===== src/design/dlt_pkg.sv =====
// shared types and constants of the dfa longest match tokenizer
// used by dlt_front, dlt_engine and dfa_longest_match_tokenizer; no dependencies
package dlt_pkg;

  localparam int STATE_W        = 8;
  localparam int SYM_W          = 8;
  localparam int TAG_W          = 6;
  localparam int OFFSET_W       = 32;
  localparam int LENGTH_W       = 16;
  localparam int LOOKBACK_DEPTH = 32;
  localparam int IDX_W          = $clog2(LOOKBACK_DEPTH);
  localparam int CNT_W          = $clog2(LOOKBACK_DEPTH + 1);
  localparam int TRANS_ADDR_W   = STATE_W + SYM_W;
  localparam int TRANS_DEPTH    = 1 << TRANS_ADDR_W;
  localparam int FINAL_DEPTH    = 1 << STATE_W;
  localparam int TRANS_W        = STATE_W + 1;
  localparam int FINAL_W        = TAG_W + 1;

  typedef enum logic [1:0] {
    KIND_SYMBOL = 2'd0,
    KIND_TRANS  = 2'd1,
    KIND_FINAL  = 2'd2,
    KIND_EOI    = 2'd3
  } kind_t;

  typedef enum logic [3:0] {
    OP_SYMBOL = 4'b0001,
    OP_TRANS  = 4'b0010,
    OP_FINAL  = 4'b0100,
    OP_EOI    = 4'b1000
  } op_t;

  typedef struct packed {
    kind_t              kind;
    logic [SYM_W-1:0]   symbol;
    logic [STATE_W-1:0] from_state;
    logic [STATE_W-1:0] to_state;
    logic               edge_valid;
    logic               is_final;
    logic [TAG_W-1:0]   tag;
  } in_item_t;

  typedef struct packed {
    logic                status;
    logic [TAG_W-1:0]    token_tag;
    logic [OFFSET_W-1:0] start_offset;
    logic [LENGTH_W-1:0] token_length;
    logic                last;
  } out_item_t;

  typedef struct packed {
    op_t      op;
    in_item_t item;
  } q_entry_t;

  typedef struct packed {
    logic     valid;
    q_entry_t entry;
  } q_out_t;

  typedef struct packed {
    logic pop;
    logic hold;
  } eng_ctl_t;

endpackage


===== src/design/dlt_front.sv =====
// front end: accepts input beats, decodes the kind and queues them
// depends on dlt_pkg
module dlt_front (
  input  logic              clk,
  input  logic              rst_n,
  input  logic              in_valid,
  output logic              in_stall,
  input  dlt_pkg::in_item_t in_data,
  input  dlt_pkg::eng_ctl_t eng_ctl,
  output dlt_pkg::q_out_t   q_out
);

  dlt_pkg::q_entry_t q_mem_r [2];
  logic [1:0]        count_r, count_nxt;
  logic              wr_ptr_r, wr_ptr_nxt;
  logic              rd_ptr_r, rd_ptr_nxt;
  logic              push;
  logic              pop;
  dlt_pkg::op_t      op;

  always_comb begin
    case (in_data.kind)
      dlt_pkg::KIND_SYMBOL: op = dlt_pkg::OP_SYMBOL;
      dlt_pkg::KIND_TRANS:  op = dlt_pkg::OP_TRANS;
      dlt_pkg::KIND_FINAL:  op = dlt_pkg::OP_FINAL;
      dlt_pkg::KIND_EOI:    op = dlt_pkg::OP_EOI;
      default:              op = dlt_pkg::OP_EOI;
    endcase
  end

  assign in_stall = (count_r == 2'd2) || eng_ctl.hold;
  assign push     = in_valid && !in_stall;
  assign pop      = eng_ctl.pop && (count_r != 2'd0);

  always_comb begin
    wr_ptr_nxt = push ? ~wr_ptr_r : wr_ptr_r;
    rd_ptr_nxt = pop ? ~rd_ptr_r : rd_ptr_r;
    count_nxt  = count_r + {1'b0, push} - {1'b0, pop};
  end

  always_ff @(posedge clk) begin
    if (push) begin
      q_mem_r[wr_ptr_r] <= '{op: op, item: in_data};
    end
  end

  always_ff @(posedge clk) begin
    if (!rst_n) begin
      count_r  <= 2'd0;
      wr_ptr_r <= 1'b0;
      rd_ptr_r <= 1'b0;
    end else begin
      count_r  <= count_nxt;
      wr_ptr_r <= wr_ptr_nxt;
      rd_ptr_r <= rd_ptr_nxt;
    end
  end

  assign q_out.valid = (count_r != 2'd0);
  assign q_out.entry = q_mem_r[rd_ptr_r];

endmodule


===== config.mk =====
export PLATFORM = sky130hd
export DESIGN_NAME = dlt_front
export DESIGN_NICKNAME = d
export VERILOG_FILES = /design/src/design/dlt_pkg.sv /design/src/design/dlt_front.sv
export SDC_FILE = /design/constraint.sdc
export NUM_CORES = 1
export LEC_CHECK = 0
export ABC_AREA = 0
export BUFFER_PORTS_ARGS = -buffer_cell sky130_fd_sc_hd__buf_2
export CORE_MARGIN = 2
export CORE_UTILIZATION = 50
export DETAILED_ROUTE_END_ITERATION = 10
export PLACE_DENSITY = 0.88
export SYNTH_ARGS = -nofsm -noshare
export SYNTH_HDL_FRONTEND = slang
export SYNTH_SLANG_ARGS = --single-unit
export TNS_END_PERCENT = 30

===== constraint.sdc =====
create_clock -name clk -period 3.6 [get_ports clk]
set_input_delay 0.36 -clock clk [delete_from_list [all_inputs] [get_ports clk]]
set_output_delay 0.36 -clock clk [all_outputs]
set_load 0.005 [all_outputs]

==> impl_metrics.json <==
{
  "synth_edf_count": 76,
  "slowest_delay_ns": 1.03,
  "synth_cells": 148,
  "power_switching_uw": 521,
  "min_period_over_period": 0.642,
  "drive_gt1_frac": 0.550,
  "grt_pass1_wl_microns": 7210,
  "cts.path.max_buffers": 2,
  "area_delta_synth_final_pct": 20.7,
  "critical_path_buf_inv_count": 1,
  "cellLeakagePower_uw": 0.00142,
  "routedWlPerCell_microns": 15.6,
  "fin_setup_tns_ns": 0,
  "avgSynthCellArea_sq_um": 20.9,
  "antenna_cells": 0,
  "ir_drop_mv": 0.339,
  "crit_arrival_ns": 1.95,
  "hold_buffers": 0,
  "pin_count": 79,
  "maxCapViolCount": 0,
  "power.density_nw_per_um2": 596,
  "p_comb_frac": 0.195,
  "clk_pin_slew_worst_paths_ns": 0.07,
  "pwr-share-seq": 0.540,
  "design.core.area_sq_um": 5960,
  "crit_cells": 2,
  "cp_slowest_cell": "dfxtp_2",
  "finalSetupViolCount": 0,
  "cts_made_buffers": 9,
  "path_delay_family": "flip-flops",
  "syn_nets": 189,
  "firstDrtPassIters": 4,
  "endpoint": "q_out[16]",
  "crit_path_cell_trace": "mux2_2 > buf_2",
  "post-dp-hpwl_microns": 3380,
  "worst_slew_pin_slew_ns": 1.06,
  "h-tree-depth": 3,
  "post-place-ws_ns": 1.49,
  "die_h_microns": 82.6,
  "worstSetupPathType": "flop to output port",
  "vias_per_cell": 4.88,
  "worstHoldPathType": "primary input to flop",
  "place_congestion": 0.631,
  "ys_seq_elements": 81,
  "fin_crit_ns": 2.31,
  "dominantRegCellSynth": "edfxtp_1",
  "synth_top_area_frac": 0.739,
  "start_util": 0.519,
  "grt_pass1_vias": 1547,
  "port_buffers": 78,
  "clk-insertion-delay-late_ns": 0.33,
  "placementRows": 28,
  "grt_max_degree": 39,
  "rsz0062_at_grt": "no",
  "vias": 1529,
  "yosysUniqueCellTypes": 18,
  "die_w_microns": 82.6,
  "synth-warning-count": 0,
  "run_status": "finished clean",
  "overflow": 0,
  "synth_top_area_cell": "edfxtp_1",
  "netlist_area_sq_um": 3090,
  "critPathRequiredTime_ns": 3.24,
  "drt-total-wl_microns": 4890,
  "timing.rr.end": "q_mem_r[1][21]$_DFFE_PP_",
  "p_int_uw": 1700,
  "setup_ws_ns": 1.29,
  "holdWs_ns": 0.215,
  "drc": 0,
  "max_clock_freq_mhz": 432,
  "crit_path_start_kind": "flop",
  "antenna_found_initial": 0,
  "slew_headroom": 0.290,
  "reg2regPathDepth": 3,
  "slew_violations": 0,
  "synth_common_cells": "76 x edfxtp_1, 20 x mux2_4, 18 x mux2_2",
  "root_buffer": "clkbuf_8",
  "r2r_slack_ns": 1.55,
  "synthArstFlopShare": 0,
  "synth.most_common_cell": "edfxtp_1",
  "cts_tree": "done",
  "power_uw": 2220,
  "drt_iter0_drc": 100,
  "synth.area.top_cells": "edfxtp_1 74%, mux2_4 9.7%, mux2_2 6.6%",
  "final_util": 0.626,
  "reg2reg_from": "count_r[0]$_SDFF_PN0_",
  "cts.sinks": 81,
  "final_nets": 274,
  "p_clk_frac": 0.266,
  "switching_share": 0.235,
  "cts_resized": 0,
  "die_area_sq_um": 6820,
  "clock_skew_ns": 0.00767,
  "postCtsSetupBuffers": 0,
  "ys_seq_area_frac": 0.771,
  "critPathMaxFanout": 38,
  "end_kind": "output port",
  "hold_viol": 0,
  "ant_nets": 0,
  "grt.total_usage": 0.153
}
==> per-stage QoR <==
step,cells,cell area [sq um]
after global placement,297,3550
after global routing,313,3730
final,313,3730
after floorplan,148,3090
after CTS,313,3730
after detailed placement,297,3550
==> area by class of cell <==
type | instances | area (sq um)
sequential | 81 | 2380
fill | 449 | 2230
multi-input combinational | 61 | 676
timing repair buffer | 78 | 390
clock buffer | 11 | 131
tap | 75 | 93.8
clock inverter | 5 | 46.3
inverter | 2 | 7.51
==> how the worst min path moves through the flow <==
stage / start / endpoint / slack [ns] / cells after the start
after floorplan: wr_ptr_r$_SDFFE_PN0P_ / wr_ptr_r$_SDFFE_PN0P_ / 0.45 / 2
after global placement: wr_ptr_r$_SDFFE_PN0P_ / wr_ptr_r$_SDFFE_PN0P_ / 0.50 / 2
after detailed placement: wr_ptr_r$_SDFFE_PN0P_ / wr_ptr_r$_SDFFE_PN0P_ / 0.52 / 2
after CTS: in_data[9] / q_mem_r[0][9]$_DFFE_PP_ / 0.19 / 1
after global routing: in_data[9] / q_mem_r[1][9]$_DFFE_PP_ / 0.18 / 1
final: in_data[9] / q_mem_r[0][9]$_DFFE_PP_ / 0.22 / 1
==> layout by cell type (no fill, tap or decap), types with 2 or more instances in the layout <==
master / count
dfxtp_1: 4
mux2_4: 20
nand2b_1: 2
clkinv_1: 3
nor2_4: 2
edfxtp_1: 76
buf_2: 78
inv_1: 2
ha_1: 2
mux2_2: 18
nand2_1: 2
and2_1: 3
clkbuf_8: 9
clkbuf_1: 2
xnor2_1: 3
nor2b_1: 4
==> state kept, by name (all words and copies together) (netlist names), named ones only <==
| register | count |
|---|---|
| q_mem_r | 76 |
| count_r | 2 |
| rd_ptr_r | 1 |
| wr_ptr_r | 1 |
==> per-layer routing <==
| layer | part of all wire | track usage |
|---|---|---|
| met3 | 0.082 | 0.0533 |
| met5 | 0 | 0 |
| met1 | 0.39 | 0.174 |
| met4 | 0.015 | 0.0869 |
| met2 | 0.51 | 0.251 |
==> worst reg2reg max path, cell delays in order, from the launching register on <==
cell	delay, ns
dfxtp_1	0.37
nand2b_1	0.15
nand3b_1	0.25
nor2_4	0.88
==> logic make-up (layout without fill, tap and decap cells) <==
group | Yosys count | after routing | share of synthesized area
compound gates | 1 | 1 | 0.00243
xor+xnor | 3 | 3 | 0.00851
fa+ha+maj | 2 | 2 | 0.00810
buf+inv | 6 | 96 | 0.0150
flops | 81 | 81 | 0.771
mux | 39 | 39 | 0.166
simple gates | 16 | 16 | 0.0288
==> power by group through the flow <==
stage               Combinational (uW)  Sequential (uW)  Clock, uW
floorplan                          338             1150          0
global placement                   428             1220          0
detailed placement                 438             1220          0
CTS                                440             1200        608
global route                       478             1210        648
finish                             432             1200        591
(Power assumes the default switching activity.)
